<file path="config.mk">
export PLATFORM = sky130hd
export DESIGN_NAME = mpp_div
export DESIGN_NICKNAME = d
export VERILOG_FILES = /design/src/hw/rtl/assert_macros.svh /design/src/hw/rtl/mpp_pkg.sv /design/src/hw/rtl/mpp_div.sv
export SDC_FILE = /design/constraint.sdc
export NUM_CORES = 2
export LEC_CHECK = 0
export ABC_CLOCK_PERIOD_IN_PS = 4600
export BUFFER_PORTS_ARGS = -buffer_cell sky130_fd_sc_hd__buf_2
export CAP_MARGIN = 30
export CORE_MARGIN = 5
export CORE_UTILIZATION = 55
export CTS_CLUSTER_DIAMETER = 40
export DETAILED_ROUTE_END_ITERATION = 10
export PLACE_DENSITY_LB_ADDON = 0.25
export SLEW_MARGIN = 20
export SYNTH_ARGS = -nofsm -noshare
export SYNTH_HDL_FRONTEND = slang
export SYNTH_SLANG_ARGS = --single-unit
</file>
<file path="constraint.sdc">
create_clock -name clk_i -period 4.6 [get_ports clk_i]
set_input_delay 0.92 -clock clk_i [delete_from_list [all_inputs] [get_ports clk_i]]
set_output_delay 0.92 -clock clk_i [all_outputs]
set_load 0.05 [all_outputs]
</file>
<file path="src/hw/rtl/assert_macros.svh">
// assertion macros, included by press_motion_profile_position
// expects clk_i and rst_ni in the including module
`ifndef ASSERT_MACROS_SVH
`define ASSERT_MACROS_SVH

// checked only while out of reset
`define MPP_ASSERT(lbl, prop) \
  lbl: assert property (@(posedge clk_i) disable iff (!rst_ni) prop) \
    else $error("assertion failed");

// checked during reset as well
`define MPP_ASSERT_ALWAYS(lbl, prop) \
  lbl: assert property (@(posedge clk_i) prop) else $error("assertion failed");

`endif

</file>
<file path="src/hw/rtl/mpp_pkg.sv">
// types, constants and codes for the press ram position profile
// no dependencies
`timescale 1ns / 1ps

package mpp_pkg;

  localparam int TIME_BITS   = 32;
  localparam int HEIGHT_BITS = 16;
  localparam int TICK_BITS   = 16;
  localparam int CFG_BITS    = 16;
  localparam int IDX_BITS    = 3;
  localparam int QUO_BITS    = TICK_BITS + 1;
  localparam int PROD_BITS   = 2 * TICK_BITS;
  localparam int DEN_BITS    = 3 * TICK_BITS;
  localparam int NUM_BITS    = 4 * TICK_BITS;
  localparam int POS_BITS    = QUO_BITS + 3;

  typedef enum logic [IDX_BITS-1:0] {
    REG_DROP_START = 3'd0,
    REG_DROP_END   = 3'd1,
    REG_RISE_START = 3'd2,
    REG_CYCLE_END  = 3'd3,
    REG_TOP        = 3'd4,
    REG_SWITCH     = 3'd5,
    REG_BOTTOM     = 3'd6
  } cfg_idx_e;

  typedef enum logic [2:0] {
    PH_TOP      = 3'd0,
    PH_ACC_DOWN = 3'd1,
    PH_DEC_DOWN = 3'd2,
    PH_BOTTOM   = 3'd3,
    PH_ACC_UP   = 3'd4,
    PH_DEC_UP   = 3'd5
  } phase_e;

  typedef logic [TICK_BITS-1:0] tick_t;
  typedef logic signed [HEIGHT_BITS-1:0] height_t;

  typedef struct packed {
    tick_t   t0;
    tick_t   t2;
    tick_t   t3;
    tick_t   t5;
    height_t h0;
    height_t h2;
    tick_t   a;
    tick_t   b;
    tick_t   d;
    logic    falling_up;
    logic    err;
  } cfg_t;

  typedef struct packed {
    phase_e phase;
    logic   zero;
  } side_t;

endpackage

</file>
<file path="src/hw/rtl/mpp_div.sv">
// pipelined restoring divider, one quotient bit per stage
// depends on mpp_pkg
`timescale 1ns / 1ps

module mpp_div (
  input  logic                              clk_i,
  input  logic                              rst_ni,
  input  logic                              en_i,
  input  logic                              valid_i,
  input  logic [mpp_pkg::NUM_BITS-1:0]      num_i,
  input  logic [mpp_pkg::DEN_BITS-1:0]      den_i,
  input  mpp_pkg::side_t                    side_i,
  output logic                              valid_o,
  output logic [mpp_pkg::QUO_BITS-1:0]      quo_o,
  output logic [mpp_pkg::DEN_BITS-1:0]      rem_o,
  output logic [mpp_pkg::DEN_BITS-1:0]      den_o,
  output mpp_pkg::side_t                    side_o
);

  localparam int N = mpp_pkg::QUO_BITS;

  logic                             valid_q [N];
  logic [mpp_pkg::NUM_BITS-1:0]     rem_q   [N];
  logic [mpp_pkg::DEN_BITS-1:0]     den_q   [N];
  logic [N-1:0]                     quo_q   [N];
  mpp_pkg::side_t                   side_q  [N];

  for (genvar k = 0; k < N; k++) begin : g_stage
    localparam int SH = N - 1 - k;
    logic                           v_in;
    logic [mpp_pkg::NUM_BITS-1:0]   r_in, dsh;
    logic [mpp_pkg::DEN_BITS-1:0]   d_in;
    logic [N-1:0]                   q_in;
    mpp_pkg::side_t                 s_in;
    logic                           take;

    if (k == 0) begin : g_first
      assign v_in = valid_i;
      assign r_in = num_i;
      assign d_in = den_i;
      assign q_in = '0;
      assign s_in = side_i;
    end else begin : g_next
      assign v_in = valid_q[k-1];
      assign r_in = rem_q[k-1];
      assign d_in = den_q[k-1];
      assign q_in = quo_q[k-1];
      assign s_in = side_q[k-1];
    end

    assign dsh  = mpp_pkg::NUM_BITS'(d_in) << SH;
    assign take = (r_in >= dsh);

    always_ff @(posedge clk_i or negedge rst_ni) begin
      if (!rst_ni) begin
        valid_q[k] <= 1'b0;
      end else if (en_i) begin
        valid_q[k] <= v_in;
      end
    end

    always_ff @(posedge clk_i) begin
      if (en_i) begin
        rem_q[k]  <= take ? r_in - dsh : r_in;
        den_q[k]  <= d_in;
        quo_q[k]  <= {q_in[N-2:0], take};
        side_q[k] <= s_in;
      end
    end
  end

  assign valid_o = valid_q[N-1];
  assign quo_o   = quo_q[N-1];
  assign rem_o   = rem_q[N-1][mpp_pkg::DEN_BITS-1:0];
  assign den_o   = den_q[N-1];
  assign side_o  = side_q[N-1];

endmodule

</file>
==> results.txt <==
Die Span Y - 489 um
drt wl/cell - 21.0 um
Post-Syn Area - 126,000 um^2
Starting Density - 55.4%
placed cell areas - 132,000 um^2
met2 wire len - 182 mm
Peak VDD IR - 0.000480 V
Overflow after GRT - 0
Mapped Avg Cell Area - 10.3 um^2
Post-synth EDFFs - 2,109
worst slew pin tran - 1060 ps
Vias/cell - 6.00
Clock Sink Count - 2,126
Setup Crit Path Kind - flip-flop to flip-flop
# setup viols final - 0
setup slack after layout - 140 ps
Hold Vio Cnt, Final - 0
sequential share of power - 30.9%
fin crit period - 4460 ps
antenna violations before repair - 1
worst skew pair latency - 970 ps
vias in the first global route - 99,300
port bufs - 237
Synth Instances - 12,200
Post-Syn Nets - 13,200
RSZ-0062 raised after global routing - true
layout cells sized above 1 - 10.6%
Routed Antenna Nets - 0
routed wl met3 - 14.2 mm
total wire length - 336 mm
most common cell in the synthesized netlist - edfxtp_1
Comb power frac - 43.3%
H-tree levels - 5
clk slew on worst S/H paths - 60 ps
Worst Skew - 86.2 ps
WP data required - 5280 ps
Arr. time, crit path - 5140 ps
Iter 0 DRT Violations - 7,550
Setup Buffers After CTS - 0
post-DP HPWL - 259 mm
GRT Resource Usage Total - 27.7%
Slew headroom - 29.5%
CP startpoint kind - flip-flop
placed cells - 15,300
cell area after layout - 144,000 um^2
M1 WL - 113 mm
leakage power - 58.7 nW
unique cell type count in the Yosys netlist - 100
core area - 228,000 um^2
area grow syn2layout - 14.2%
Seq/Total Area, Yosys - 50.5%
Area contributors post-synth - edfxtp_1, ha_1, a21oi_1
share of Yosys cell area claimed by the top area cell type - 50.2%
CTS Buf Count - 365
ys async rst share - 0.800%
placer's final routability congestion estimate - 1.09
sw power - 0.0392 W
Setup WS pre-CTS - 48.9 ps
# DRC - 0
Max Buffers Root-to-Sink - 4
Initial DRT Pass Iterations - 10
#FFs+latches synth - 2,126
run status - finished, final reports clean
Worst Hold Class - primary input to flip-flop
critical path capture point type - flip-flop
largest net degree at the start of global routing - 122
DIE AREA - 239,000 um^2
# Max-Cap Violations - 0
Die W - 489 um
dominant cell type by area after synthesis - edfxtp_1
Internal Pwr Total - 0.0628 W
Slew Limit Fails - 0
# IOs - 238
period utilization - 96.9%
post-route insts no fill - 16,000
Synth Flop Type - edfxtp_1
clock root buffer - clkbuf_16
Synth warnings - 0
Max Used Layer - met4
clock power share - 25.8%
sw frac - 38.4%
Post-synth top cells - edfxtp_1, a21oi_1, inv_1, nand2_1, nor2_1
vias post-DR - 95,800
Final Core Density - 63.3%
Peak Freq - 0.224 GHz
CTS tree - built
row count - 175
Pwr Density - 707 nW/um^2
Crit Path Max Fanout - 5
first-pass GRT wire length - 525 mm
final layout net count - 13,600
-- power by group through the flow --
stage	Clock [W]	Combinational, W	Sequential, W
2_1_floorplan	0	0.0309	0.0312
3_3_place_gp	0	0.0425	0.0316
3_5_place_dp	0	0.0433	0.0317
4_1_cts	0.0267	0.0436	0.0314
5_1_grt	0.0277	0.0484	0.0319
6_report	0.0263	0.0442	0.0315
-- through the flow --
stage	setup TNS, ps	power [W]	hold WS, ps
after detailed placement	0	0.0750	405
after CTS	0	0.102	49.2
final	0	0.102	126
after floorplan	0	0.0621	400
after global routing	-15.2	0.108	60.1
after global placement	0	0.0741	400
-- registers in the layout, indices dropped and copies added, names as in the netlist --
register and count:
den_q 816, g_stage.v_in 16, quo_q 153, rem_q 1072
side_q 68, valid_o 1
-- per-layer routing --
| layer | vias to the layer above | global-route usage (%) |
|---|---|---|
| met3 | 1287 | 3.63 |
| met1 | 45000 | 26.7 |
| li1 | 45900 | - |
| met4 | 0 | 18.9 |
| met5 | - | 0 |
| met2 | 3611 | 54.1 |
-- what timing repair did --
item	4_1_cts	5_1_grt
gates resized for setup	0	3
endpoints found under the setup margin	0	4
hold buffers	1	0
hold endpoints to repair	17	0
-- worst max-delay path, cell delays in order, from the launching register on --
cell	delay, ps
edfxtp_1	410
ha_1	240
inv_1	80
fa_1	260
a211oi_1	120
o21ai_0	460
a211oi_2	190
o31ai_1	710
a311oi_1	280
a31oi_1	500
a21boi_2	100
buf_4	190
o21ai_1	250
mux2i_1	120
a41o_1	250
-- final cells by class --
type / instances / area (um^2)
multi-input combinational: 8541 / 56500
antenna: 1 / 2.50
inverter: 1064 / 3990
timing repair buffer: 566 / 4180
sequential: 2126 / 63800
tap: 3009 / 3760
clock buffer: 401 / 9290
fill: 17600 / 83800
clock inverter: 250 / 2710
-- placed cells by master, fill, tap and decap left out, drive strengths merged, types with 91 or more instances in the layout --
master	synthesis	final
clkbuf	377	402
ha	816	816
inv	1063	1127
mux2	111	111
nor3	161	161
clkinv	1	115
nand4	233	233
xnor2	451	451
nor2	863	863
a211oi	91	91
o21ai	839	839
a21o	508	508
and3	91	91
nand2	1042	1042
edfxtp	2109	2109
nand3	204	204
buf	123	564
a21oi	1250	1250
xor2	369	369
o21bai	147	147
a31oi	114	114
nand2b	99	99
-- final timing paths --
check,cells after the start,startpoint,end,slack [ps]
min,1,num_i[12],rem_q[0][12],130
max in group asynchronous,2,rst_ni,g_stage[4].v_in,3850
min reg2reg,0,quo_q[15][5],quo_q[16][6],370
max reg2reg,14,den_q[0][48],rem_q[0][188],140
min in group asynchronous,2,rst_ni,g_stage[8].v_in,480
max,14,den_q[0][48],rem_q[0][188],140
-- logic make-up (layout without fill, tap and decap cells) --
logic type                 Yosys count  in the layout  share of synthesized area, %
AOI/OAI and AO/OA                 3609           3609                          17.7
and+or+nand+nor                   3154           3154                          11.8
DFF                               2126           2126                          50.5
buffers and inverters             1564           2281                          4.86
adders and majority gates          833            833                          8.36
xor gates and xnor gates           820            820                          5.69
muxes                              125            125                          1.10
other                                0              1                             0
No activity file was read; power rests on OpenSTA's default activity.
