[src/hw/rtl/assert_macros.svh]
// assertion macros, included by press_motion_profile_position
// expects clk_i and rst_ni in the including module
`ifndef ASSERT_MACROS_SVH
`define ASSERT_MACROS_SVH

// checked only while out of reset
`define MPP_ASSERT(lbl, prop) \
  lbl: assert property (@(posedge clk_i) disable iff (!rst_ni) prop) \
    else $error("assertion failed");

// checked during reset as well
`define MPP_ASSERT_ALWAYS(lbl, prop) \
  lbl: assert property (@(posedge clk_i) prop) else $error("assertion failed");

`endif

[src/hw/rtl/mpp_pkg.sv]
// types, constants and codes for the press ram position profile
// no dependencies
`timescale 1ns / 1ps

package mpp_pkg;

  localparam int TIME_BITS   = 32;
  localparam int HEIGHT_BITS = 16;
  localparam int TICK_BITS   = 16;
  localparam int CFG_BITS    = 16;
  localparam int IDX_BITS    = 3;
  localparam int QUO_BITS    = TICK_BITS + 1;
  localparam int PROD_BITS   = 2 * TICK_BITS;
  localparam int DEN_BITS    = 3 * TICK_BITS;
  localparam int NUM_BITS    = 4 * TICK_BITS;
  localparam int POS_BITS    = QUO_BITS + 3;

  typedef enum logic [IDX_BITS-1:0] {
    REG_DROP_START = 3'd0,
    REG_DROP_END   = 3'd1,
    REG_RISE_START = 3'd2,
    REG_CYCLE_END  = 3'd3,
    REG_TOP        = 3'd4,
    REG_SWITCH     = 3'd5,
    REG_BOTTOM     = 3'd6
  } cfg_idx_e;

  typedef enum logic [2:0] {
    PH_TOP      = 3'd0,
    PH_ACC_DOWN = 3'd1,
    PH_DEC_DOWN = 3'd2,
    PH_BOTTOM   = 3'd3,
    PH_ACC_UP   = 3'd4,
    PH_DEC_UP   = 3'd5
  } phase_e;

  typedef logic [TICK_BITS-1:0] tick_t;
  typedef logic signed [HEIGHT_BITS-1:0] height_t;

  typedef struct packed {
    tick_t   t0;
    tick_t   t2;
    tick_t   t3;
    tick_t   t5;
    height_t h0;
    height_t h2;
    tick_t   a;
    tick_t   b;
    tick_t   d;
    logic    falling_up;
    logic    err;
  } cfg_t;

  typedef struct packed {
    phase_e phase;
    logic   zero;
  } side_t;

endpackage

[src/hw/rtl/mpp_fold.sv]
// pipelined fold of the timestamp into one cycle, one dividend bit per stage
// depends on mpp_pkg
`timescale 1ns / 1ps

module mpp_fold (
  input  logic                           clk_i,
  input  logic                           rst_ni,
  input  logic                           en_i,
  input  logic                           valid_i,
  input  logic [mpp_pkg::TIME_BITS-1:0]  time_i,
  input  mpp_pkg::tick_t                 t5_i,
  output logic                           valid_o,
  output mpp_pkg::tick_t                 tick_o
);

  localparam int N = mpp_pkg::TIME_BITS;

  logic                 valid_q [N];
  mpp_pkg::tick_t       rem_q   [N];
  logic [N-1:0]         bits_q  [N];
  logic                 nz_q    [N];

  for (genvar k = 0; k < N; k++) begin : g_stage
    logic                            v_in;
    mpp_pkg::tick_t                  r_in;
    logic [N-1:0]                    b_in;
    logic                            nz_in;
    logic [mpp_pkg::TICK_BITS:0]     r_sh, r_new, div_x;

    if (k == 0) begin : g_first
      assign v_in  = valid_i;
      assign r_in  = '0;
      assign b_in  = time_i;
      assign nz_in = (time_i != '0);
    end else begin : g_next
      assign v_in  = valid_q[k-1];
      assign r_in  = rem_q[k-1];
      assign b_in  = bits_q[k-1];
      assign nz_in = nz_q[k-1];
    end

    assign div_x = {1'b0, t5_i};
    assign r_sh  = {r_in, b_in[N-1]};
    assign r_new = (r_sh >= div_x) ? r_sh - div_x : r_sh;

    always_ff @(posedge clk_i or negedge rst_ni) begin
      if (!rst_ni) begin
        valid_q[k] <= 1'b0;
      end else if (en_i) begin
        valid_q[k] <= v_in;
      end
    end

    always_ff @(posedge clk_i) begin
      if (en_i) begin
        rem_q[k]  <= r_new[mpp_pkg::TICK_BITS-1:0];
        bits_q[k] <= {b_in[N-2:0], 1'b0};
        nz_q[k]   <= nz_in;
      end
    end
  end

  // a nonzero multiple of the cycle length lands on the cycle end
  assign valid_o = valid_q[N-1];
  assign tick_o  = (rem_q[N-1] == '0 && nz_q[N-1]) ? t5_i : rem_q[N-1];

endmodule

[config.mk]
export PLATFORM = sky130hd
export DESIGN_NAME = mpp_fold
export DESIGN_NICKNAME = d
export VERILOG_FILES = /design/src/hw/rtl/assert_macros.svh /design/src/hw/rtl/mpp_pkg.sv /design/src/hw/rtl/mpp_fold.sv
export SDC_FILE = /design/constraint.sdc
export NUM_CORES = 2
export LEC_CHECK = 0
export BUFFER_PORTS_ARGS = -buffer_cell sky130_fd_sc_hd__buf_2
export CAP_MARGIN = 20
export CORE_ASPECT_RATIO = 0.5
export CORE_MARGIN = 2
export CORE_UTILIZATION = 45
export CTS_BUF_LIST = sky130_fd_sc_hd__clkbuf_2
export DETAILED_ROUTE_END_ITERATION = 6
export SLEW_MARGIN = 0
export SYNTH_ARGS = -nofsm -noshare
export SYNTH_HDL_FRONTEND = slang
export SYNTH_SLANG_ARGS = --single-unit
[constraint.sdc]
create_clock -name clk_i -period 6 [get_ports clk_i]
set_input_delay 0.3 -clock clk_i [delete_from_list [all_inputs] [get_ports clk_i]]
set_output_delay 0.3 -clock clk_i [all_outputs]
set_load 0.03 [all_outputs]
==> impl_metrics.py <==
metrics = {
    "pwr": {
        "p_int_uw": 21700,
        "power_frac_seq_pct": 36.2,
        "switching_share_pct": 38.6,
        "p_switching_uw": 13600,
        "peakVddDrop_mv": 0.184,
        "total_power_uw": 35300,
        "clkPwrFrac_pct": 14.4,
        "power_leakage_uw": 0.0260,
        "power_density_nw_per_um2": 528,
        "combinationalPowerShare_pct": 49.5,
    },
    "logic_synthesis": {
        "synth_async_sr_flop_share_pct": 2.99,
        "syn_avg_cell_area_um2": 12.4,
        "synthMuxAreaShare_pct": 7.32,
        "synthDistinctLibCells": 91,
        "syn_inst": 4877,
        "synthAdderAreaFrac_pct": 11.3,
        "netlist_area_um2": 60600,
        "yosysSeqAreaShare_pct": 52.9,
        "synth_compound_area_share_pct": 13.3,
        "synth_flop_cell": "edfxtp_1",
        "ys_ff_latch": 1072,
        "synthSimpleGateAreaFrac_pct": 8.65,
        "yosys.area_share.xor_xnor_pct": 5.08,
        "synth_top_family_by_area": "compound AO/OA/AOI/OAI gates",
        "syn_nets": 5458,
        "yosys_warnings": 0,
        "synth-edff-count": 1040,
    },
    "grt": {
        "grt_pass1_vias": 40716,
        "grt_usage_pct": 20.6,
        "grt-ovfl-total": 0,
        "antenna_found_initial": 6,
        "grt_pass1_wl_um": 224000,
        "grt_max_degree": 152,
    },
    "min_path": {
        "hold_end": "rem_q[30][10]",
        "hp-start": "t5_i[10]",
        "hold_class": "in2reg",
        "hold_path_depth": 5,
    },
    "final_layout": {
        "nFillCells": 11743,
        "final_common_cell": "edfxtp_1",
        "multi_input_area_um2": 27700,
        "drive_above_1_share_pct": 17.6,
        "seq_area_um2": 32000,
        "mostFrequentLayoutCells": "edfxtp_1, ha_1, mux2_2, clkbuf_2, o21ai_0",
        "layout.nets": 5888,
        "syn_to_final_growth_pct": 10.5,
        "fin_util_pct": 49.9,
        "stdcell_count": 7274,
    },
    "timing": {
        "finClkSkew_ps": 128,
        "setup_viol": 0,
        "report.final.slew_viol_count": 0,
        "rsz0062_at_grt": "false",
        "fin_ws_ps": 2230,
        "tightest_slew_ps": 1070,
        "hold_viol_final": 0,
        "maxSlewHeadroom_pct": 28.5,
        "fmax_mhz": 265,
        "period_needed_ps": 3770,
        "finalSetupTns_ps": 0,
        "post-route-period-util_pct": 62.9,
    },
    "placed_design": {
        "dp_hpwl_um": 98500,
        "placed_cells": 6738,
        "io_buffers": 68,
        "gp_congestion": 0.889,
        "pre_cts_slack_ps": 1580,
    },
    "die": {
        "pin_count": 69,
        "fp.dieW_um": 523,
        "rows": 95,
        "fp.dieArea_um2": 138000,
        "chipHeight_um": 263,
        "start_util_pct": 45.2,
        "core_um2": 134000,
    },
    "route": {
        "routed_wl_um": 145000,
        "vias": 41015,
        "via_per_inst": 5.64,
        "ant_nets": 0,
        "wire_per_inst_um": 19.9,
        "drc": 0,
        "drt-initial-drc-count": 3025,
        "dr.pass1.iters": 6,
    },
    "critical_path": {
        "r2r_end": "rem_q[13][3]",
        "critPathTopFamily": "compound AO/OA/AOI/OAI gates",
        "max_stage_delay_ps": 820,
        "crit_slowest_cell": "a31oi_2",
        "cp-start-kind": "flop",
        "r2r_cells": 10,
        "crit_path_max_fanout": 16,
        "endpoint_kind": "flop",
        "critPathKind": "reg2reg",
        "cp.buffers_inverters": 1,
        "critPathArrivalTime_ps": 4820,
        "crit_start": "bits_q[0][402]",
        "r2r-start": "bits_q[0][402]",
        "worst-r2r-setup-slack_ps": 2230,
        "crit_required_ps": 7050,
        "path_cells": "inv_1 -> ha_1 -> nor2b_1 -> o21ai_0 -> a21boi_1 -> nor2_1 -> o311ai_1 -> a21oi_1 -> a31oi_2 -> mux2_2",
        "path_depth": 10,
    },
    "cts": {
        "cts_setup_buffers": 0,
        "clkTransAtPathRegs_ps": 130,
        "htreeDepth": 5,
        "cts_buffers": 266,
        "clockBufferDepth": 4,
        "cts_root_buffer": "clkbuf_2",
        "worst_skew_pair.late_latency_ps": 1380,
        "clock-sinks": 1072,
        "cts_tree": "yes",
    },
    "job": {
        "max_cap_viol_count": 0,
    },
    "outcome": {
        "status": "completed",
    },
}
==> power by group through the flow <==
stage	combinational (uW)	clock [uW]	sequential, uW
after floorplan	13800	0	12200
after CTS	17400	5330	12800
after global placement	16900	0	13000
after global routing	19400	5710	13000
after detailed placement	17200	0	12900
final	17500	5070	12800
==> layout make-up <==
cell class | instances | area share, %
antenna | 4 | 0.0150
multi-input combinational | 3580 | 41.4
tap | 1794 | 3.36
clock inverter | 87 | 0.944
clock buffer | 350 | 2.62
sequential | 1072 | 47.9
timing repair buffer | 225 | 2.90
inverter | 162 | 0.913
==> sequential cells by signal, summed over array words and instances, names as in the netlist <==
| signal | count |
|---|---|
| rem_q | 512 |
| nz_q | 32 |
| valid_o | 1 |
| bits_q | 496 |
| g_stage.v_in | 31 |
==> per-layer routing <==
| layer | GRT usage (%) | wire length (um) | vias to the layer above |
|---|---|---|---|
| li1 | - | - | 19873 |
| met1 | 29.0 | 68400 | 19871 |
| met2 | 32.6 | 65800 | 1015 |
| met3 | 3.70 | 7040 | 254 |
| met4 | 5.94 | 3390 | 2 |
| met5 | 0 | 12 | - |
==> timing repair <==
item,4_1_cts,5_1_grt
hold buffers,94,0
gates resized for setup,0,0
hold endpoints to repair,1101,0
==> worst min-delay path: cells and delay by family <==
kind / cells / cell delay, ps
XOR/XNOR: 1 / 130
multiplexers: 1 / 130
adder cells (fa/ha/maj): 1 / 470
buffers and inverters: 2 / 360
==> worst max-delay path by stage <==
stage / to / slack (ps)
after CTS: tick_o[6] / 1940
after detailed placement: rem_q[5][2] / 1580
after global routing: tick_o[13] / 2000
final: rem_q[13][3] / 2230
after global placement: rem_q[11][1] / 1630
after floorplan: rem_q[14][10] / 780
==> synthesized netlist by cell type, types with 62 or more instances <==
cell	n	share of area (%)
a31oi_1	62	0.64
o21a_1	76	0.94
o21ai_0	295	2.4
a21o_1	145	1.8
inv_1	162	1.0
nand2_1	257	1.6
edfxtp_1	1040	52
ha_1	498	10
a21oi_1	287	2.4
mux2_2	357	6.6
xor2_1	123	1.8
nand3_1	93	0.77
nand4_1	62	0.64
nor2_1	274	1.7
xnor2_1	228	3.3
nor2b_1	65	0.67
nor3_1	98	0.81
==> kinds of logic after synthesis <==
family / count (synthesis)
fa+ha+maj: 529
flops: 1072
xor+xnor: 351
buf+inv: 225
simple gates: 1077
compound gates: 1226
mux: 397
==> per-stage QoR <==
stage	cell area [um^2]	hold slack [ps]
after floorplan	60600	4.41
after global placement	63500	368
after detailed placement	63500	384
after CTS	66900	0.837
after global routing	66900	30.6
final	66900	186
Note: power is estimated with default switching activity, not from simulation.
