--- config.mk ---
export PLATFORM = sky130hd
export DESIGN_NAME = mpp_cfg_flat
export DESIGN_NICKNAME = d
export VERILOG_FILES = /design/src/hw/rtl/assert_macros.svh /design/src/hw/rtl/mpp_pkg.sv /design/src/hw/rtl/mpp_if.sv /design/src/hw/rtl/mpp_cfg.sv /design/src/flat_wrapper.sv
export SDC_FILE = /design/constraint.sdc
export NUM_CORES = 1
export LEC_CHECK = 0
export ABC_CLOCK_PERIOD_IN_PS = 13880
export BUFFER_PORTS_ARGS = -buffer_cell sky130_fd_sc_hd__buf_2
export CAP_MARGIN = 15
export CORE_MARGIN = 4
export CORE_UTILIZATION = 30
export DETAILED_ROUTE_END_ITERATION = 7
export SLEW_MARGIN = 20
export SYNTH_ARGS = -nofsm -noshare
export SYNTH_HDL_FRONTEND = slang
export SYNTH_SLANG_ARGS = --single-unit
--- constraint.sdc ---
create_clock -name clk_i -period 13.88 [get_ports clk_i]
set_input_delay 0.694 -clock clk_i [delete_from_list [all_inputs] [get_ports clk_i]]
set_output_delay 0.694 -clock clk_i [all_outputs]
set_load 0.02 [all_outputs]
--- src/hw/rtl/assert_macros.svh ---
// assertion macros, included by press_motion_profile_position
// expects clk_i and rst_ni in the including module
`ifndef ASSERT_MACROS_SVH
`define ASSERT_MACROS_SVH

// checked only while out of reset
`define MPP_ASSERT(lbl, prop) \
  lbl: assert property (@(posedge clk_i) disable iff (!rst_ni) prop) \
    else $error("assertion failed");

// checked during reset as well
`define MPP_ASSERT_ALWAYS(lbl, prop) \
  lbl: assert property (@(posedge clk_i) prop) else $error("assertion failed");

`endif

--- src/hw/rtl/mpp_pkg.sv ---
// types, constants and codes for the press ram position profile
// no dependencies
`timescale 1ns / 1ps

package mpp_pkg;

  localparam int TIME_BITS   = 32;
  localparam int HEIGHT_BITS = 16;
  localparam int TICK_BITS   = 16;
  localparam int CFG_BITS    = 16;
  localparam int IDX_BITS    = 3;
  localparam int QUO_BITS    = TICK_BITS + 1;
  localparam int PROD_BITS   = 2 * TICK_BITS;
  localparam int DEN_BITS    = 3 * TICK_BITS;
  localparam int NUM_BITS    = 4 * TICK_BITS;
  localparam int POS_BITS    = QUO_BITS + 3;

  typedef enum logic [IDX_BITS-1:0] {
    REG_DROP_START = 3'd0,
    REG_DROP_END   = 3'd1,
    REG_RISE_START = 3'd2,
    REG_CYCLE_END  = 3'd3,
    REG_TOP        = 3'd4,
    REG_SWITCH     = 3'd5,
    REG_BOTTOM     = 3'd6
  } cfg_idx_e;

  typedef enum logic [2:0] {
    PH_TOP      = 3'd0,
    PH_ACC_DOWN = 3'd1,
    PH_DEC_DOWN = 3'd2,
    PH_BOTTOM   = 3'd3,
    PH_ACC_UP   = 3'd4,
    PH_DEC_UP   = 3'd5
  } phase_e;

  typedef logic [TICK_BITS-1:0] tick_t;
  typedef logic signed [HEIGHT_BITS-1:0] height_t;

  typedef struct packed {
    tick_t   t0;
    tick_t   t2;
    tick_t   t3;
    tick_t   t5;
    height_t h0;
    height_t h2;
    tick_t   a;
    tick_t   b;
    tick_t   d;
    logic    falling_up;
    logic    err;
  } cfg_t;

  typedef struct packed {
    phase_e phase;
    logic   zero;
  } side_t;

endpackage

--- src/hw/rtl/mpp_if.sv ---


interface mpp_cfg_if;
  logic                          valid;
  logic                          ready;
  logic [mpp_pkg::IDX_BITS-1:0]  index;
  logic [mpp_pkg::CFG_BITS-1:0]  data;
  modport source (output valid, output index, output data, input ready);
  modport sink (input valid, input index, input data, output ready);
endinterface

--- src/hw/rtl/mpp_cfg.sv ---
// register file and derived stroke constants
// depends on mpp_pkg and mpp_if
`timescale 1ns / 1ps

module mpp_cfg (
  input  logic           clk_i,
  input  logic           rst_ni,
  mpp_cfg_if.sink        cfg_i,
  output mpp_pkg::cfg_t  cfg_o
);

  mpp_pkg::tick_t   t0_q, t2_q, t3_q, t5_q;
  mpp_pkg::height_t h0_q, h1_q, h2_q;
  mpp_pkg::cfg_t    cfg_d, cfg_q;

  logic signed [mpp_pkg::HEIGHT_BITS:0] h0x, h1x, h2x, lo, hi, h1c, da, db, dd;

  assign cfg_i.ready = 1'b1;

  always_ff @(posedge clk_i or negedge rst_ni) begin
    if (!rst_ni) begin
      t0_q <= 16'd0;
      t2_q <= 16'd1000;
      t3_q <= 16'd2000;
      t5_q <= 16'd3000;
      h0_q <= 16'sd25600;
      h1_q <= 16'sd12800;
      h2_q <= 16'sd0;
    end else if (cfg_i.valid) begin
      unique case (mpp_pkg::cfg_idx_e'(cfg_i.index))
        mpp_pkg::REG_DROP_START: t0_q <= cfg_i.data;
        mpp_pkg::REG_DROP_END:   t2_q <= cfg_i.data;
        mpp_pkg::REG_RISE_START: t3_q <= cfg_i.data;
        mpp_pkg::REG_CYCLE_END:  t5_q <= cfg_i.data;
        mpp_pkg::REG_TOP:        h0_q <= cfg_i.data;
        mpp_pkg::REG_SWITCH:     h1_q <= cfg_i.data;
        mpp_pkg::REG_BOTTOM:     h2_q <= cfg_i.data;
        default: ;
      endcase
    end
  end

  always_comb begin
    h0x = (mpp_pkg::HEIGHT_BITS+1)'(h0_q);
    h1x = (mpp_pkg::HEIGHT_BITS+1)'(h1_q);
    h2x = (mpp_pkg::HEIGHT_BITS+1)'(h2_q);
    lo  = (h0x < h2x) ? h0x : h2x;
    hi  = (h0x < h2x) ? h2x : h0x;
    h1c = (h1x < lo) ? lo : ((h1x > hi) ? hi : h1x);
    da  = h0x - h1c;
    db  = h1c - h2x;
    dd  = h0x - h2x;
    cfg_d.t0 = t0_q;
    cfg_d.t2 = t2_q;
    cfg_d.t3 = t3_q;
    cfg_d.t5 = t5_q;
    cfg_d.h0 = h0_q;
    cfg_d.h2 = h2_q;
    cfg_d.a  = mpp_pkg::tick_t'(da[mpp_pkg::HEIGHT_BITS] ? -da : da);
    cfg_d.b  = mpp_pkg::tick_t'(db[mpp_pkg::HEIGHT_BITS] ? -db : db);
    cfg_d.d  = mpp_pkg::tick_t'(dd[mpp_pkg::HEIGHT_BITS] ? -dd : dd);
    cfg_d.falling_up = (h0x < h2x);
    cfg_d.err = (t0_q > t2_q) || (t2_q > t3_q) || (t3_q > t5_q) ||
                (t5_q == '0) || (h0_q == h2_q);
  end

  always_ff @(posedge clk_i) begin
    cfg_q <= cfg_d;
  end

  assign cfg_o = cfg_q;

endmodule

--- src/flat_wrapper.sv ---
// flat-port wrapper written by rule: the top's interface ports become plain ports
module mpp_cfg_flat 
  (clk_i, rst_ni, cfg_o, cfg_i_valid, cfg_i_index, cfg_i_data, cfg_i_ready);
  mpp_cfg_if cfg_i_i ();
  input  logic clk_i;
  input  logic rst_ni;
  output mpp_pkg::cfg_t cfg_o;
  input wire logic [$bits(cfg_i_i.valid)-1:0] cfg_i_valid;
  input wire logic [$bits(cfg_i_i.index)-1:0] cfg_i_index;
  input wire logic [$bits(cfg_i_i.data)-1:0] cfg_i_data;
  output wire logic [$bits(cfg_i_i.ready)-1:0] cfg_i_ready;
  assign cfg_i_i.valid = cfg_i_valid;
  assign cfg_i_i.index = cfg_i_index;
  assign cfg_i_i.data = cfg_i_data;
  assign cfg_i_ready = cfg_i_i.ready;
  mpp_cfg u_core (.clk_i(clk_i), .rst_ni(rst_ni), .cfg_i(cfg_i_i), .cfg_o(cfg_o));
endmodule
==> results of run 1 <==
-- critical path: cells and delay by family (launching register included) --
kind / cells / cell delay, ns
xor gates and xnor gates: 1 / 0.20
muxes: 1 / 0.28
buffers and inverters: 4 / 0.99
and+or+nand+nor: 8 / 2.26
adders and majority gates: 4 / 1.33
AOI/OAI and AO/OA: 13 / 3.12
DFF: 1 / 0.47
-- layer usage --
| metal | global-route usage | up-vias |
|---|---|---|
| li1 | - | 5093 |
| met4 | 0.03834 | 0 |
| met3 | 0.03683 | 52 |
| met5 | 0 | - |
| met1 | 0.2167 | 5037 |
| met2 | 0.2757 | 258 |
-- flip-flops by register name, indices dropped and copies added, names as in the netlist --
signal,cells
u_core.t5_q,16
u_core.cfg_o,146
u_core.t2_q,16
u_core.t0_q,16
u_core.h2_q,16
u_core.h1_q,16
u_core.h0_q,16
u_core.t3_q,16
-- worst max path at each step --
stage | startpoint | end | cells past startpoint
floorplan | u_core.h2_q[6]$_DFFE_PN0P_ | u_core.cfg_o[32]$_DFF_P_ | 32
global placement | u_core.h2_q[3]$_DFFE_PN0P_ | u_core.cfg_o[33]$_DFF_P_ | 31
detailed placement | u_core.h2_q[3]$_DFFE_PN0P_ | u_core.cfg_o[33]$_DFF_P_ | 31
CTS | u_core.h2_q[3]$_DFFE_PN0P_ | u_core.cfg_o[33]$_DFF_P_ | 31
global route | u_core.h2_q[3]$_DFFE_PN0P_ | u_core.cfg_o[33]$_DFF_P_ | 31
finish | u_core.h2_q[3]$_DFFE_PN0P_ | u_core.cfg_o[33]$_DFF_P_ | 31
-- placed cells by master, fill, tap and decap left out, types with 18 or more instances in the layout --
cell	n
inv_1	92
nand2_1	93
dfrtp_1	87
xnor2_1	49
ha_1	130
dfxtp_1	146
nand4_1	18
nor2_1	81
o21a_1	23
buf_2	166
clkbuf_16	30
o21ai_0	78
nand3_1	19
a21o_1	37
mux2_2	93
a21oi_1	73
dfstp_2	25
nor3_1	23
mux2i_1	35
-- area by class of cell --
| class | count | area (um2) | area share |
|---|---|---|---|
| diodes | 1 | 2.502 | 0.0001565 |
| repair buffers | 176 | 913.4 | 0.05713 |
| clock inverters | 15 | 217.7 | 0.01362 |
| flip-flops and latches | 258 | 5757 | 0.3601 |
| inverters | 92 | 345.3 | 0.02160 |
| multi-input cells | 942 | 7178 | 0.4490 |
| clock buffers | 41 | 832.0 | 0.05205 |
| well taps | 592 | 740.7 | 0.04633 |
-- cell families after synthesis --
logic type	after synthesis	share of synthesized area
AND/OR/NAND/NOR	316	0.1164
AO/OA/AOI/OAI	296	0.1412
flip-flops	258	0.4301
adder cells (fa/ha/maj)	133	0.1260
multiplexers	129	0.1053
buffers and inverters	123	0.03702
XOR/XNOR	67	0.04384
other	1	0.0002802
-- per-stage QoR --
step,setup WS [ns],utilization
floorplan,6.217,-
global placement,5.292,0.3381
detailed placement,5.169,0.3381
CTS,5.119,0.3619
global route,4.409,0.3622
finish,5.098,0.3623
==> results.md, run 1 <==
* Avg Vias per Cell at 4.932
* Top area cells in the synthesized netlist: dfxtp_1, dfrtp_1, ha_1
* Die ar. at 48,060 um2
* Root Buffer: clkbuf_16
* HP Class: in2async
* R2R cell count at 31
* WP data arrival at 9.28 ns
* Die height at 219.2 um
* Post-DR wirelength/cell at 18.92 um
* Status: complete, no violations
* Initial antenna violation count at 0
* Fillcell total at 4,547
* DRT Pass-1 Iters at 5
* Max Fclk at 113.9 MHz
* Reg2Reg Setup Slack at 5.10 ns
* Top cells by count, synth: dfxtp_1, ha_1, mux2_2, nand2_1, inv_1
* Worst path max stage delay at 0.61 ns
* Worst slew pin tran at 0.9352 ns
* Crit-path max FO at 48
* Syn. warnings at 0
* Slowest cell on the critical path: nor4b_2
* Core box area at 44,120 um2
* Post-route insts no fill at 2,117
* Share of layout cells above drive strength 1 at 0.2395
* Area grow syn2layout at 19.43%
* Port Buffers at 167
* Initial core utilization at 0.3034
* Core Rows at 77
* Ys async rst share at 0.4341
* Via count at 10,440
* Top cell type's share of synthesized area at 0.2184
* Pins Over Slew Limit at 0
* EDFF count, synth at 0
* Met1 Wirelength at 17,970 um
* Sequential share of the synthesized area at 0.4301
* Global-route wire length before repair at 61,530 um
* Top-count cell post-synth: dfxtp_1
* Skew final at 0.04515 ns
* Critical path class: reg2reg
* Top FF cell, synth: dfxtp_1
* Post-route cell area at 15,990 um2
* Largest net degree at the start of global routing at 65
* Clock Sinks at 258
* Crit share post-route at 0.6327
* Final hold slack at 0.1178 ns
* Clock buffer depth at 3
* Post-DP HPWL at 31,500 um
* R2r endpoint: u_core.cfg_o[33]$_DFF_P_
* Gp weighted congestion at 0.9145
* Setup TNS at 0 ns
* Worst reg2reg path startpoint: u_core.h2_q[3]$_DFFE_PN0P_
* H-tree Lvls at 1
* Worst-path clk slew at 0.07 ns
* Max_cap viols at 0
* Number of hold buffers added after CTS at 0
* # resized after CTS at 0
* GR Util All Layers at 0.1644
* # IOs at 169
* Synth unique cells at 73
* Cells after DPL at 2,059
* Post-Syn Area at 13,390 um2
* Cells after Synth at 1,323
* Total congestion overflow at 0
* Drt drc at 0
* Final setup violating endpoints at 0
* Slew margin rel. at 0.3732
* DR WL met3 at 2502 um
* Clk Latency, worst-skew pair at 0.60 ns
* Critical path endpoint category: flip-flop
* Tmin final at 8.782 ns
* DR iter-0 viols at 566
* Mean area per synthesized cell at 10.12 um2
* Inserted Clock Buffers at 30
* Yosys top cell by area: dfxtp_1
* Most frequent CP cell: ha_1
* Die width at 219.2 um
* Syn nets at 1,478
* Vias in the first global route at 10,380
* Unrepaired setup endpoints after global routing: no
* Max layer used: met4
* Startpoint Class: flip-flop
* Seq cells post-synth at 258
* Final #Nets at 1,655
* Hold Fails Final Rpt at 0
* Antenna viol nets, final at 0
* CP required at 14.38 ns
* Routed WL at 40,050 um
* Post-CTS Setup Bufs at 0
* Met2 wire length at 18,710 um
* Dpl cell area at 14,920 um2
* CTS tree: built
Power of run 1 is not shown: default switching activity piles up to over one toggle a cycle in this logic, so the estimate is an artifact.
==> run 2, diff against run 1 <==
--- a/config.mk
+++ b/config.mk
@@ -5,7 +5,7 @@
 export SDC_FILE = /design/constraint.sdc
 export NUM_CORES = 1
 export LEC_CHECK = 0
-export ABC_CLOCK_PERIOD_IN_PS = 13880
+export ABC_CLOCK_PERIOD_IN_PS = 8900
 export BUFFER_PORTS_ARGS = -buffer_cell sky130_fd_sc_hd__buf_2
 export CAP_MARGIN = 15
 export CORE_MARGIN = 4
==> constraint.sdc (replaced) <==
create_clock -name clk_i -period 8.9 [get_ports clk_i]
set_input_delay 0.445 -clock clk_i [delete_from_list [all_inputs] [get_ports clk_i]]
set_output_delay 0.445 -clock clk_i [all_outputs]
set_load 0.02 [all_outputs]
==> results.md, run 2 (synthesis results as in run 1) <==
* Status: complete, no violations
* WP data arrival at 8.94 ns
* H-tree Lvls at 1
* Core box area at 44,120 um2
* Post-DR wirelength/cell at 19.11 um
* Largest net degree at the start of global routing at 65
* Startpoint Class: flip-flop
* Root Buffer: clkbuf_16
* Initial antenna violation count at 2
* Routed WL at 40,940 um
* Total congestion overflow at 0
* Clock Sinks at 258
* Final WS setup at 0.4430 ns
* HP Class: in2reg
* Crit-path max FO at 12
* Drt drc at 0
* Die ar. at 48,060 um2
* Max Fclk at 118.2 MHz
* Critical path class: reg2reg
* Post-route insts no fill at 2,142
* Slew margin rel. at 0.3542
* Skew final at 0.05079 ns
* Cells after DPL at 2,078
* CTS tree: built
* Gp weighted congestion at 0.9251
* Clock buffer depth at 3
* Worst slew pin tran at 0.9636 ns
* Tmin final at 8.457 ns
* Setup TNS at 0 ns
* Pins Over Slew Limit at 0
* Final #Nets at 1,681
* Post-DP HPWL at 32,610 um
* Port Buffers at 167
* CP required at 9.39 ns
* Avg Vias per Cell at 4.950
* Unrepaired setup endpoints after global routing: no
* Most frequent cells in the layout: buf_2, dfxtp_1, ha_1, nand2_1, mux2_2
* DR iter-0 viols at 522
* Die width at 219.2 um
* Hold Fails Final Rpt at 0
* Clk Latency, worst-skew pair at 0.60 ns
* Area grow syn2layout at 21.32%
* Max reg flops at 146
* Post-route cell area at 16,240 um2
* Critical path endpoint category: flip-flop
* Worst-path clk slew at 0.06 ns
* Share of layout cells above drive strength 1 at 0.2523
* GR Util All Layers at 0.1688
* # IOs at 169
* Core Rows at 77
* Initial core utilization at 0.3034
* Setup WS pre-CTS at 0.3057 ns
* Most common cell after layout, fill and taps aside: buf_2
* DRT Pass-1 Iters at 5
* Worst path max stage delay at 0.62 ns
* Ant diodes at 0
* Max_cap viols at 0
* Via count at 10,600
* Dpl cell area at 15,060 um2
* Crit share post-route at 0.9502
* Final setup violating endpoints at 0
* Global-route wire length before repair at 62,700 um
* Antenna viol nets, final at 0
* Slowest cell on the critical path: or4_1
* Inserted Clock Buffers at 30
* Die height at 219.2 um
* Vias in the first global route at 10,740
-- run 2: cell types whose count changed in the layout (fill, tap and decap cells not counted), sizes merged --
cell / before / now
clkinvlp: 1 / 2
diode: 1 / 0
xor2: 18 / 19
clkbuf: 41 / 46
clkinv: 8 / 5
inv: 94 / 93
buf: 176 / 200
dlygate4sd3: 0 / 1
bufinv: 4 / 2
-- run 2: layer usage --
metal | GRT usage | part of all wire | vias to the layer above | routed length [um]
met5 | 0 | 0.00064 | - | 26
met4 | 0.05646 | 0.036 | 4 | 1455
met3 | 0.03849 | 0.066 | 84 | 2705
met2 | 0.2857 | 0.47 | 332 | 19110
met1 | 0.2127 | 0.43 | 5041 | 17640
li1 | - | - | 5142 | -
-- run 2: timing repair --
item | 4_1_cts | 5_1_grt
hold buffers | 1 | 0
hold endpoints to repair | 40 | 0
setup endpoints to repair | 0 | 25
resized for setup | 0 | 1
buffers inserted | 0 | 5
-- run 2: worst paths after layout --
| check | start | slack [ns] | depth (start not counted) | endpoint |
|---|---|---|---|---|
| worst max register to register | u_core.h2_q[7]$_DFFE_PN0P_ | 0.44 | 31 | u_core.cfg_o[32]$_DFF_P_ |
| worst min register to register | u_core.h2_q[8]$_DFFE_PN0P_ | 0.38 | 0 | u_core.cfg_o[58]$_DFF_P_ |
| min in group asynchronous | rst_ni | 0.42 | 2 | u_core.t2_q[15]$_DFFE_PN0P_ |
| max in group asynchronous | rst_ni | 7.13 | 3 | u_core.h2_q[15]$_DFFE_PN0P_ |
| worst max-delay path | u_core.h2_q[7]$_DFFE_PN0P_ | 0.44 | 31 | u_core.cfg_o[32]$_DFF_P_ |
| worst min-delay path | cfg_i_data[4] | 0.15 | 3 | u_core.t3_q[4]$_DFFE_PN1P_ |
-- run 2: final cells by class --
cell class              instances  area, um2
fillers                      4505      27890
inverters                      92      345.3
repair buffers                201       1112
clock inverters                10      133.9
clock buffers                  46      944.7
well taps                     592      740.7
flip-flops and latches        258       5757
multi-input cells             943       7206
-- run 2: per-stage QoR --
step,util,hold slack (ns)
after floorplan,-,0.1494
after detailed placement,0.3413,0.3594
final,0.3680,0.1465
after global routing,0.3680,0.1340
after global placement,0.3413,0.3685
after CTS,0.3660,0.1182
-- run 2: worst max-delay path, delay by kind of cell, from the launching register on --
kind | cells | cell delay [ns]
buf+inv | 5 | 0.82
mux | 2 | 0.61
simple gates | 6 | 1.99
xor+xnor | 3 | 0.68
fa+ha+maj | 3 | 1.06
compound gates | 12 | 2.80
flops | 1 | 0.39
Power of run 2 is left out for the same reason.
